`config.mk`:
```
export PLATFORM = sky130hd
export DESIGN_NAME = scanline_line_follower_steering
export DESIGN_NICKNAME = d
export VERILOG_FILES = /design/src/rtl/core/slfs_pkg.sv /design/src/rtl/core/slfs_cfg_regs.sv /design/src/rtl/core/slfs_row_track.sv /design/src/rtl/core/slfs_drive_out.sv /design/src/rtl/core/scanline_line_follower_steering.sv
export SDC_FILE = /design/constraint.sdc
export NUM_CORES = 1
export LEC_CHECK = 0
export BUFFER_PORTS_ARGS = -buffer_cell sky130_fd_sc_hd__buf_2
export CORE_MARGIN = 2
export CORE_UTILIZATION = 30
export CTS_BUF_LIST = sky130_fd_sc_hd__clkbuf_4 sky130_fd_sc_hd__clkbuf_8
export DETAILED_ROUTE_END_ITERATION = 10
export PLACE_DENSITY = 0.42
export RECOVER_POWER = 25
export SETUP_SLACK_MARGIN = 0.2
export SLEW_MARGIN = 20
export SYNTH_ARGS = -nofsm -noshare
export SYNTH_HDL_FRONTEND = slang
export SYNTH_SLANG_ARGS = --single-unit
export TNS_END_PERCENT = 10
```
`constraint.sdc`:
```
create_clock -name aclk -period 9.79 [get_ports aclk]
set_input_delay 0.4895 -clock aclk [delete_from_list [all_inputs] [get_ports aclk]]
set_output_delay 0.4895 -clock aclk [all_outputs]
set_load 0.01 [all_outputs]
```
`src/rtl/core/slfs_pkg.sv`:
```
// Package: shared types, register indexes, action codes and reset values of the line follower.
`timescale 1ns / 1ps

package slfs_pkg;

    // Configuration port widths
    localparam int CFG_INDEX_W = 3;
    localparam int CFG_DATA_W  = 10;

    // Register indexes
    localparam logic [CFG_INDEX_W-1:0] REG_WHITE_THRESHOLD = 3'd0;
    localparam logic [CFG_INDEX_W-1:0] REG_MIN_RUN_WIDTH   = 3'd1;
    localparam logic [CFG_INDEX_W-1:0] REG_STOP_COUNT      = 3'd2;
    localparam logic [CFG_INDEX_W-1:0] REG_BASE_SPEED      = 3'd3;
    localparam logic [CFG_INDEX_W-1:0] REG_TARGET_X        = 3'd4;
    localparam logic [CFG_INDEX_W-1:0] REG_STEER_GAIN      = 3'd5;
    localparam logic [CFG_INDEX_W-1:0] REG_RESUME_SPEED    = 3'd6;
    localparam logic [CFG_INDEX_W-1:0] REG_STEER_LIMIT     = 3'd7;

    // Register reset values
    localparam logic [7:0] RST_WHITE_THRESHOLD = 8'd160;
    localparam logic [9:0] RST_MIN_RUN_WIDTH   = 10'd10;
    localparam logic [9:0] RST_STOP_COUNT      = 10'd106;
    localparam logic [7:0] RST_BASE_SPEED      = 8'd100;
    localparam logic [9:0] RST_TARGET_X        = 10'd30;
    localparam logic [7:0] RST_STEER_GAIN      = 8'd16;
    localparam logic [7:0] RST_RESUME_SPEED    = 8'd70;
    localparam logic [9:0] RST_STEER_LIMIT     = 10'd80;

    // Action codes
    localparam logic [1:0] ACT_STOP   = 2'd0;
    localparam logic [1:0] ACT_RESUME = 2'd1;
    localparam logic [1:0] ACT_SEARCH = 2'd2;
    localparam logic [1:0] ACT_STEER  = 2'd3;

    // Fixed search turn speeds
    localparam logic signed [11:0] SEARCH_RIGHT = 12'sd100;
    localparam logic signed [11:0] SEARCH_LEFT  = 12'sd20;

    // Saturation limits
    localparam logic [9:0]  COL_MAX   = 10'h3FF;
    localparam logic [10:0] COUNT_MAX = 11'h7FF;

    typedef struct packed {
        logic [7:0] pixel;
        logic       row_end;
    } slfs_in_t;

    typedef struct packed {
        logic [1:0]         action;
        logic signed [11:0] right_speed;
        logic signed [11:0] left_speed;
        logic [10:0]        white_count;
        logic [9:0]         edge_x;
        logic               last;
    } slfs_out_t;

    typedef struct packed {
        logic [7:0] white_threshold;
        logic [9:0] min_run_width;
        logic [9:0] stop_count;
        logic [7:0] base_speed;
        logic [9:0] target_x;
        logic [7:0] steer_gain;
        logic [7:0] resume_speed;
        logic [9:0] steer_limit;
    } slfs_cfg_t;

    // Row decision handed from the row tracker to the drive stage
    typedef struct packed {
        logic [1:0]  action;
        logic [10:0] white_count;
        logic [9:0]  edge_x;
    } slfs_dec_t;

endpackage

```
`src/rtl/core/slfs_cfg_regs.sv`:
```
// Configuration register bank of the line follower.
`timescale 1ns / 1ps

module slfs_cfg_regs
    import slfs_pkg::*;
(
    input  logic                   aclk,
    input  logic                   aresetn,
    input  logic                   cfg_valid,
    output logic                   cfg_ready,
    input  logic [CFG_INDEX_W-1:0] cfg_index,
    input  logic [CFG_DATA_W-1:0]  cfg_data,
    output slfs_cfg_t              cfg
);

    slfs_cfg_t cfg_reg;
    slfs_cfg_t cfg_next;

    assign cfg_ready = 1'b1;
    assign cfg         = cfg_reg;

    // Decode the write, masking data to the register width
    always_comb begin
        cfg_next = cfg_reg;
        if (cfg_valid) begin
            case (cfg_index)
                REG_WHITE_THRESHOLD: cfg_next.white_threshold = cfg_data[7:0];
                REG_MIN_RUN_WIDTH:   cfg_next.min_run_width   = cfg_data[9:0];
                REG_STOP_COUNT:      cfg_next.stop_count      = cfg_data[9:0];
                REG_BASE_SPEED:      cfg_next.base_speed      = cfg_data[7:0];
                REG_TARGET_X:        cfg_next.target_x        = cfg_data[9:0];
                REG_STEER_GAIN:      cfg_next.steer_gain      = cfg_data[7:0];
                REG_RESUME_SPEED:    cfg_next.resume_speed    = cfg_data[7:0];
                REG_STEER_LIMIT:     cfg_next.steer_limit     = cfg_data[9:0];
                default:             cfg_next = cfg_reg;
            endcase
        end
    end

    always_ff @(posedge aclk) begin
        if (!aresetn) begin
            cfg_reg.white_threshold <= RST_WHITE_THRESHOLD;
            cfg_reg.min_run_width   <= RST_MIN_RUN_WIDTH;
            cfg_reg.stop_count      <= RST_STOP_COUNT;
            cfg_reg.base_speed      <= RST_BASE_SPEED;
            cfg_reg.target_x        <= RST_TARGET_X;
            cfg_reg.steer_gain      <= RST_STEER_GAIN;
            cfg_reg.resume_speed    <= RST_RESUME_SPEED;
            cfg_reg.steer_limit     <= RST_STEER_LIMIT;
        end else begin
            cfg_reg <= cfg_next;
        end
    end

endmodule

```
`src/rtl/core/slfs_row_track.sv`:
```
// Row tracker: input register, per-pixel run and count update, row decision register.
`timescale 1ns / 1ps

module slfs_row_track
    import slfs_pkg::*;
(
    input  logic      aclk,
    input  logic      aresetn,
    input  slfs_cfg_t cfg,
    input  logic      s_valid,
    output logic      s_ready,
    input  slfs_in_t  s_data,
    output logic      dec_valid,
    output slfs_dec_t dec,
    input  logic      dec_pop
);

    logic        in_valid_reg;
    logic        in_valid_next;
    slfs_in_t    in_reg;

    logic [9:0]  column_reg,     column_next;
    logic [10:0] run_length_reg, run_length_next;
    logic [10:0] white_total_reg, white_total_next;
    logic        line_found_reg, line_found_next;
    logic [9:0]  edge_reg,       edge_next;

    logic        dec_valid_reg,  dec_valid_next;
    slfs_dec_t   dec_reg,        dec_next;

    logic        white;
    logic        emit;
    logic        dec_free;
    logic        step;
    logic [10:0] min_run;

    assign min_run  = {1'b0, cfg.min_run_width};
    assign dec_free = !dec_valid_reg || dec_pop;
    // A row end needs room in the decision register; other pixels always pass
    assign step     = in_valid_reg && (!in_reg.row_end || dec_free);
    assign s_ready  = !in_valid_reg || step;

    assign dec_valid = dec_valid_reg;
    assign dec       = dec_reg;

    // Hold the input item until the tracker takes it
    always_comb begin
        in_valid_next = in_valid_reg;
        if (s_valid && s_ready) begin
            in_valid_next = 1'b1;
        end else if (step) begin
            in_valid_next = 1'b0;
        end
    end

    // Advance the row state and form the row decision
    always_comb begin
        white            = in_reg.pixel > cfg.white_threshold;
        column_next      = column_reg;
        run_length_next  = run_length_reg;
        white_total_next = white_total_reg;
        line_found_next  = line_found_reg;
        edge_next        = edge_reg;
        emit             = 1'b0;
        dec_next         = dec_reg;

        if (white) begin
            if (white_total_reg != COUNT_MAX) begin
                white_total_next = white_total_reg + 11'd1;
            end
            if (run_length_reg != COUNT_MAX) begin
                run_length_next = run_length_reg + 11'd1;
            end
        end else begin
            // close the run that ended on the previous column
            if (run_length_reg > min_run && column_reg != 10'd0) begin
                edge_next       = column_reg - 10'd1;
                line_found_next = 1'b1;
            end
            run_length_next = 11'd0;
        end

        if (!in_reg.row_end) begin
            if (column_reg != COL_MAX) begin
                column_next = column_reg + 10'd1;
            end
        end else begin
            // a white final pixel closes its run at its own column
            if (white && run_length_next > min_run) begin
                edge_next       = column_reg;
                line_found_next = 1'b1;
            end

            dec_next.white_count = white_total_next;
            dec_next.edge_x      = line_found_next ? edge_next : 10'd0;
            if (white_total_next > {1'b0, cfg.stop_count}) begin
                dec_next.action = ACT_STOP;
                emit            = 1'b1;
            end else if (!line_found_next) begin
                dec_next.action = ACT_SEARCH;
                emit            = 1'b1;
            end else if (edge_next < cfg.steer_limit) begin
                dec_next.action = ACT_STEER;
                emit            = 1'b1;
            end

            // clear the row
            column_next      = 10'd0;
            run_length_next  = 11'd0;
            white_total_next = 11'd0;
            line_found_next  = 1'b0;
            edge_next        = 10'd0;
        end
    end

    // Load a decision at row end, drop it once the drive stage is done
    always_comb begin
        dec_valid_next = dec_valid_reg;
        if (step && in_reg.row_end && emit) begin
            dec_valid_next = 1'b1;
        end else if (dec_pop) begin
            dec_valid_next = 1'b0;
        end
    end

    always_ff @(posedge aclk) begin
        if (!aresetn) begin
            in_valid_reg    <= 1'b0;
            dec_valid_reg   <= 1'b0;
            column_reg      <= 10'd0;
            run_length_reg  <= 11'd0;
            white_total_reg <= 11'd0;
            line_found_reg  <= 1'b0;
            edge_reg        <= 10'd0;
        end else begin
            in_valid_reg  <= in_valid_next;
            dec_valid_reg <= dec_valid_next;
            if (step) begin
                column_reg      <= column_next;
                run_length_reg  <= run_length_next;
                white_total_reg <= white_total_next;
                line_found_reg  <= line_found_next;
                edge_reg        <= edge_next;
            end
        end
    end

    // Payload registers
    always_ff @(posedge aclk) begin
        if (s_valid && s_ready) begin
            in_reg <= s_data;
        end
        if (step && in_reg.row_end && emit) begin
            dec_reg <= dec_next;
        end
    end

endmodule

```
`src/rtl/core/slfs_drive_out.sv`:
```
// Drive stage: motor speeds from the row decision, result register.
`timescale 1ns / 1ps

module slfs_drive_out
    import slfs_pkg::*;
(
    input  logic      aclk,
    input  logic      aresetn,
    input  slfs_cfg_t cfg,
    input  logic      dec_valid,
    input  slfs_dec_t dec,
    output logic      dec_pop,
    output logic      m_valid,
    input  logic      m_ready,
    output slfs_out_t m_data
);

    logic               m_valid_reg, m_valid_next;
    slfs_out_t          out_reg,     out_next;
    logic               resume_reg,  resume_next;

    logic               out_load;
    logic               stop_first;
    logic signed [10:0] diff;
    logic signed [19:0] prod;
    logic signed [19:0] prod_adj;
    logic signed [15:0] term;
    logic signed [16:0] base_ext;
    logic signed [16:0] left_sum;
    logic signed [16:0] right_sum;
    logic signed [11:0] left_sat;
    logic signed [11:0] right_sat;

    assign out_load   = !m_valid_reg || m_ready;
    // a stop decision yields the stop item first, then the resume item
    assign stop_first = (dec.action == ACT_STOP) && !resume_reg;
    assign dec_pop    = dec_valid && out_load && !stop_first;

    assign m_valid = m_valid_reg;
    assign m_data  = out_reg;

    // Proportional steering, term truncated toward zero
    always_comb begin
        diff      = $signed({1'b0, dec.edge_x}) - $signed({1'b0, cfg.target_x});
        prod      = diff * $signed({1'b0, cfg.steer_gain});
        prod_adj  = prod + (prod[19] ? 20'sd15 : 20'sd0);
        term      = prod_adj[19:4];
        base_ext  = $signed({9'd0, cfg.base_speed});
        left_sum  = base_ext + 17'(term);
        right_sum = base_ext - 17'(term);

        if (left_sum > 17'sd2047) begin
            left_sat = 12'sd2047;
        end else if (left_sum < -17'sd2048) begin
            left_sat = -12'sd2048;
        end else begin
            left_sat = left_sum[11:0];
        end

        if (right_sum > 17'sd2047) begin
            right_sat = 12'sd2047;
        end else if (right_sum < -17'sd2048) begin
            right_sat = -12'sd2048;
        end else begin
            right_sat = right_sum[11:0];
        end
    end

    // Build the next result item
    always_comb begin
        out_next             = out_reg;
        out_next.white_count = dec.white_count;
        out_next.edge_x      = dec.edge_x;
        out_next.last        = 1'b1;
        case (dec.action)
            ACT_STOP: begin
                if (resume_reg) begin
                    out_next.action      = ACT_RESUME;
                    out_next.right_speed = $signed({4'd0, cfg.resume_speed});
                    out_next.left_speed  = $signed({4'd0, cfg.resume_speed});
                end else begin
                    out_next.action      = ACT_STOP;
                    out_next.right_speed = 12'sd0;
                    out_next.left_speed  = 12'sd0;
                    out_next.last        = 1'b0;
                end
            end
            ACT_SEARCH: begin
                out_next.action      = ACT_SEARCH;
                out_next.right_speed = SEARCH_RIGHT;
                out_next.left_speed  = SEARCH_LEFT;
            end
            ACT_STEER: begin
                out_next.action      = ACT_STEER;
                out_next.right_speed = right_sat;
                out_next.left_speed  = left_sat;
            end
            default: begin
                out_next.action      = dec.action;
                out_next.right_speed = 12'sd0;
                out_next.left_speed  = 12'sd0;
            end
        endcase
    end

    // Advance the result register and the stop/resume phase
    always_comb begin
        m_valid_next = m_valid_reg;
        resume_next  = resume_reg;
        if (out_load) begin
            m_valid_next = dec_valid;
            if (dec_valid) begin
                resume_next = stop_first;
            end
        end
    end

    always_ff @(posedge aclk) begin
        if (!aresetn) begin
            m_valid_reg <= 1'b0;
            resume_reg  <= 1'b0;
        end else begin
            m_valid_reg <= m_valid_next;
            resume_reg  <= resume_next;
        end
    end

    always_ff @(posedge aclk) begin
        if (out_load && dec_valid) begin
            out_reg <= out_next;
        end
    end

endmodule

```
`src/rtl/core/scanline_line_follower_steering.sv`:
```
// Top level of the scan-row line follower with proportional steering.
`timescale 1ns / 1ps

// Takes one gray pixel per cycle on the s_ channel, left to right, with row_end
// on the last pixel of a row, and gives drive decisions on the m_ channel. A
// pixel passes an input register, then the row tracker (threshold compare,
// white count, run length, right edge of the last qualifying run); a row's
// decision goes to the decision register, its result item to the result
// register on m_. A new pixel is taken every cycle while the output side
// keeps up. A stop row gives two items (stop, then resume) from the one
// result register; a row whose edge lies at or beyond steer_limit gives no
// item. Steering speeds come from one 11 x 9 bit multiply in the drive stage.
// The user must write registers through cfg_* only while no item is in
// flight; the block itself does not enforce this. cfg_ready is always high.

module scanline_line_follower_steering
    import slfs_pkg::*;
(
    input  logic                   aclk,
    input  logic                   aresetn,
    input  logic                   cfg_valid,
    output logic                   cfg_ready,
    input  logic [CFG_INDEX_W-1:0] cfg_index,
    input  logic [CFG_DATA_W-1:0]  cfg_data,
    input  logic                   s_valid,
    output logic                   s_ready,
    input  slfs_in_t               s_data,
    output logic                   m_valid,
    input  logic                   m_ready,
    output slfs_out_t              m_data
);

    slfs_cfg_t cfg;
    logic      dec_valid;
    slfs_dec_t dec;
    logic      dec_pop;

    slfs_cfg_regs u_cfg_regs (
        .aclk      (aclk),
        .aresetn   (aresetn),
        .cfg_valid (cfg_valid),
        .cfg_ready (cfg_ready),
        .cfg_index (cfg_index),
        .cfg_data  (cfg_data),
        .cfg       (cfg)
    );

    slfs_row_track u_row_track (
        .aclk      (aclk),
        .aresetn   (aresetn),
        .cfg       (cfg),
        .s_valid   (s_valid),
        .s_ready   (s_ready),
        .s_data    (s_data),
        .dec_valid (dec_valid),
        .dec       (dec),
        .dec_pop   (dec_pop)
    );

    slfs_drive_out u_drive_out (
        .aclk      (aclk),
        .aresetn   (aresetn),
        .cfg       (cfg),
        .dec_valid (dec_valid),
        .dec       (dec),
        .dec_pop   (dec_pop),
        .m_valid   (m_valid),
        .m_ready   (m_ready),
        .m_data    (m_data)
    );

endmodule
```
After elaboration in Yosys (flattened, before gate mapping)
Cells that the tools add are included.
{"block": "word_totals", "output_inout_bits": 51, "in_bits": 27, "ff_bits": 199}
{"block": "op_classes", "bitwise": 1, "addsub": 8, "n_eq_ne": 13, "mul": 1, "mux": 36, "magnitude_cmp": 9, "reduce_logical": 38}
{"op": "$pmux W26 S3", "count": 1}
{"op": "$mux W10", "count": 7}
{"op": "$mux W11", "count": 6}
{"op": "$mux W12", "count": 4}
{"op": "$gt A17 B12 Y1 const B", "count": 2}
{"op": "$lt A17 B12 Y1 const B", "count": 2}
{"op": "$gt A11 B10 Y1", "count": 3}
{"op": "$mux W25", "count": 1}
{"op": "$add A11 B1 Y11 const B", "count": 2}
{"op": "$ne A11 B11 Y1 const B", "count": 2}
{"op": "$reduce_and A2 Y1", "count": 11}
{"op": "$add A20 B5 Y20", "count": 1}
{"op": "$mul A11 B9 Y20", "count": 1}
{"op": "$add A9 B16 Y17", "count": 1}
{"op": "$sub A9 B16 Y17", "count": 1}
{"op": "$mux W1", "count": 14}
{"op": "$eq A3 B3 Y1 const B", "count": 4}
{"op": "$sub A10 B10 Y11", "count": 1}
{"op": "$add A10 B1 Y10 const B", "count": 1}
{"op": "$lt A10 B10 Y1", "count": 1}
{"op": "$ne A10 B10 Y1 const B", "count": 1}
{"op": "$reduce_bool A10 Y1", "count": 1}
{"op": "$sub A10 B1 Y10 const B", "count": 1}
{"op": "$logic_and A1 B1 Y1", "count": 9}
{"op": "other kinds (15)", "count": 28}

Longest topological paths before layout
{"block": "logic_depth", "depth_word": 14, "ltp_mapped": 52, "ltp_nobuf": 50}

Hierarchy
Synthesis repeated with hierarchy kept, for this count alone.
{"block": "unflattened", "cells_unflattened": 1636, "hier_area_um2": 15313.4}
{"mod": "slfs_drive_out", "cells_each": 813, "instances": 1, "seq_area_each_um2": 1481.4, "area_each_um2": 7532.2}
{"mod": "slfs_row_track", "cells_each": 558, "instances": 1, "seq_area_each_um2": 1861.8, "area_each_um2": 5009.8}
{"mod": "slfs_cfg_regs", "cells_each": 265, "instances": 1, "seq_area_each_um2": 1441.4, "area_each_um2": 2771.4}

Worst setup path before layout
Ideal clock, no wire load.
{"block": "synth_timing", "path_type": "reg-to-reg", "start": "reg u_row_track.dec_reg, in the netlist u_row_track.dec[0]", "end": "reg u_drive_out.out_reg, in the netlist u_drive_out.m_data[34], data pin", "path_stages_with_launch": 51, "arrival_time_ns": 10.409, "setup_ns": 0.263, "slack_ns": -0.883, "synth_period_minus_slack_ns": 10.673, "cell_sequence": "edfxtp_1 > inv_1 > ha_1 > fa_1 > nor2b_1 > o21ai_0 > nand2b_1 > a21o_1 > a21o_1 > a21o_1 > a21o_1 > a21o_1 > a21oi_1 > clkbuf_1 > nand2_1 > fa_1 > inv_1 > fa_1 > [15 not listed] > o21bai_1 > a21oi_1 > xnor2_1 > ha_1 > inv_1 > fa_1 > a21oi_1 > nor2_1 > o21ai_0 > a21oi_1 > o41ai_1 > nand4_1 > o22a_2 > mux2i_2 > o31ai_2 > buf_6 > a21oi_1 > a21oi_1"}
{"item": "from (decl)", "line": "slfs_row_track.sv:29", "rtl": "slfs_dec_t dec_reg, dec_next;"}
{"item": "from (signal assigned)", "line": "slfs_row_track.sv:154", "rtl": "dec_reg <= dec_next;"}
{"item": "to (signal assigned)", "line": "slfs_drive_out.sv:130", "rtl": "out_reg <= out_next;"}
{"item": "to (decl)", "line": "slfs_drive_out.sv:19", "rtl": "slfs_out_t out_reg, out_next;"}

==> reports/qor.yml <==
synth_edf_count: 80
die_w_um: 228
drt_first_pass_iters: 4
cp.required_ns: 10.10
syn_nets: 1908
die-area_sq_um: 51800
drc: 0
tightest_slew_ns: 1.09
reg2reg_slack_ns: -0.007
irDropWorstVdd_mv: 0.112
synth-seq-cells: 199
regArea_sq_um: 4780
slowest_stage: "fa_1"
nets: 2100
grt_pass1_vias: 12200
dp_slack_ns: -0.326
yosys.area.top_type_share_pct: 16.0
via_per_inst: 4.69
core_sq_um: 49200
place_congestion: 0.817
yosysMostFrequentCell: "nand2_1"
synthCells: 1682
multi_input_area_sq_um: 9720
largest_register_ffs: 72
top_layer: "met5"
min_path_type: "primary input to flip-flop"
first_iter_violations: 500
arrival_ns: 10.10
grt-ovfl-total: 0
drt.antenna.violating_nets: 0
clk_pin_slew_ns: 0.11
cts.sinks: 199
endpoint_kind: "flip-flop"
ys_types: 86
grt_pass1_wl_um: 67900
drt_wl_total_um: 42200
num_rows: 81
wl_met2_um: 20500
hold_ws_ns: 0.102
crit_family: "adder cells"
synth_flop_cell: "dfxtp_1"
final_max_slew_viol_count: 0
power_mw: 2.43
pwr_density_cell_nw_per_um2: 134
cpMostUsedCell: "a21oi_2"
grt_usage_pct: 17.1
portBuffers: 76
drive_gt1_share_pct: 21.3
root_buffer: "clkbuf_8"
crit_type: "flip-flop to flip-flop"
fin_skew_ns: 0.0193
crit_buf_inv: 11
htree_levels: 4
nFillCells: 5030
hold_viol_final: 0
hpwl_um: 32400
netlist_area_sq_um: 15000
max_stage_delay_ns: 0.57
status: "complete, but fails checks"
pin_count: 78
synthTopCellsByArea: "edfxtp_1 (16%), dfxtp_1 (16%), ha_1 (10%)"
timing.final.ws_setup_ns: -0.00679
synth_area_leader_cell: "edfxtp_1"
initial_utilization_pct: 30.5
p_leak_nw: 7.57
cp_max_fo: 7
yosysSeqAreaShare_pct: 31.9
rsz0062_at_grt: "true"
violations: "negative setup slack"
slew_headroom_pct: 27.6
syn_avg_cell_area_sq_um: 8.92
grt_max_degree: 111
dieHeight_um: 228
dr_wl_met3_um: 1150
drt-wirelength-per-cell_um: 16.6
ys_warn_count: 0
finalCritPeriodShare_pct: 100
numCtsBuffers: 17
synthArstFlopShare_pct: 0
num_vias: 12000
met1Wirelength_um: 19600
antenna_found_initial: 5
cts.path.max_buffers: 2
setup_viol: 5
worstSkewPairLatency_ns: 0.56
cts_tree: "built"
ys_top_cells_by_count: "nand2_1 (242), inv_1 (183), ha_1 (124)"
period_minus_slack_ns: 9.80
cp-start-kind: "flip-flop"
area_growth_pct: 20.8
cap_viol_max_count: 0
max_freq_ghz: 0.102
[stage by stage]
stage                     utilization (%)  instance area, sq um  instances  setup TNS, ns
after floorplan                         -                 15100       1682              0
after global placement               34.3                 16900       2467          -3.53
after detailed placement             34.4                 16900       2467          -4.72
after CTS                            36.3                 17900       2540              0
after global routing                 36.9                 18100       2552          -9.58
final                                36.9                 18100       2552        -0.0258
[power by group]
group / internal, mW / total, mW / switching [mW]
logic: 0.443 / 0.942 / 0.498
registers: 0.888 / 0.903 / 0.0142
clock network: 0.238 / 0.586 / 0.348
total: 1.57 / 2.43 / 0.861
[layout by cell type (no fill, tap or decap), types with 9 or more instances in the layout]
master and count:
a21boi_0 55, a21o_1 22, a21oi_1 54, a21oi_2 25
a22oi_1 26, a31oi_1 9, and2_1 42, buf_2 76
buf_4 155, clkbuf_8 17, dfxtp_1 119, edfxtp_1 80
fa_1 69, ha_1 111, ha_4 12, inv_1 173
inv_2 9, nand2_1 233, nand2b_1 17, nand3_1 37
nand4_1 21, nor2_1 83, nor2b_1 64, nor3_1 23
o211ai_1 20, o21a_1 24, o21ai_0 37, o21ai_1 10
xnor2_1 42, xor2_1 39
[worst reg2reg max path, delay by kind of cell, from the launching register on]
family	cells	cell delay [ns]
xor+xnor	1	0.17
flops	1	0.39
fa+ha+maj	10	3.65
mux	1	0.20
simple gates	7	0.85
compound gates	22	3.16
buf+inv	11	1.11
[routing by layer]
metal / vias up / track usage (%)
li1: 6073 / -
met1: 5697 / 21.6
met2: 134 / 29.3
met3: 60 / 3.14
met4: 8 / 5.61
met5: - / 0
[layout make-up]
cell class                      count  share of cell area [%]
Multi-Input combinational cell   1233                    53.7
Sequential cell                   199                    26.4
Timing Repair Buffer              240                    9.21
Tap cell                          664                    4.59
Inverter                          183                    3.80
Clock buffer                       17                    1.29
Clock inverter                     15                    1.02
Antenna cell                        1                  0.0138
[path summary, 6_finish.rpt]
check,end,depth (start not counted),startpoint
hold reg to reg,u_drive_out.m_data[21],0,u_row_track.dec[20]
hold / removal,u_row_track.in_reg[0],1,s_data[0]
setup reg to reg,u_drive_out.m_data[37],52,u_row_track.dec[0]
setup / recovery,u_drive_out.m_data[37],52,u_row_track.dec[0]
[cell families (layout without fill, tap and decap cells)]
| group | count (synthesis) | after routing | synth area share [%] |
|---|---|---|---|
| and+or+nand+nor | 584 | 584 | 18.9 |
| AOI/OAI and AO/OA | 355 | 355 | 16.5 |
| buffers and inverters | 250 | 455 | 6.66 |
| adders and majority gates | 199 | 199 | 20.4 |
| DFF | 199 | 199 | 31.9 |
| xor gates and xnor gates | 84 | 84 | 4.91 |
| muxes | 10 | 10 | 0.701 |
| other | 1 | 2 | 0.0250 |
[repair_timing]
item	in CTS	in global routing
cloned	1	1
hold buffers	0	0
resized for setup	55	34
setup buffers	40	10
setup endpoints to repair	22	24
pin swaps	55	57
(Power assumes the default switching activity.)
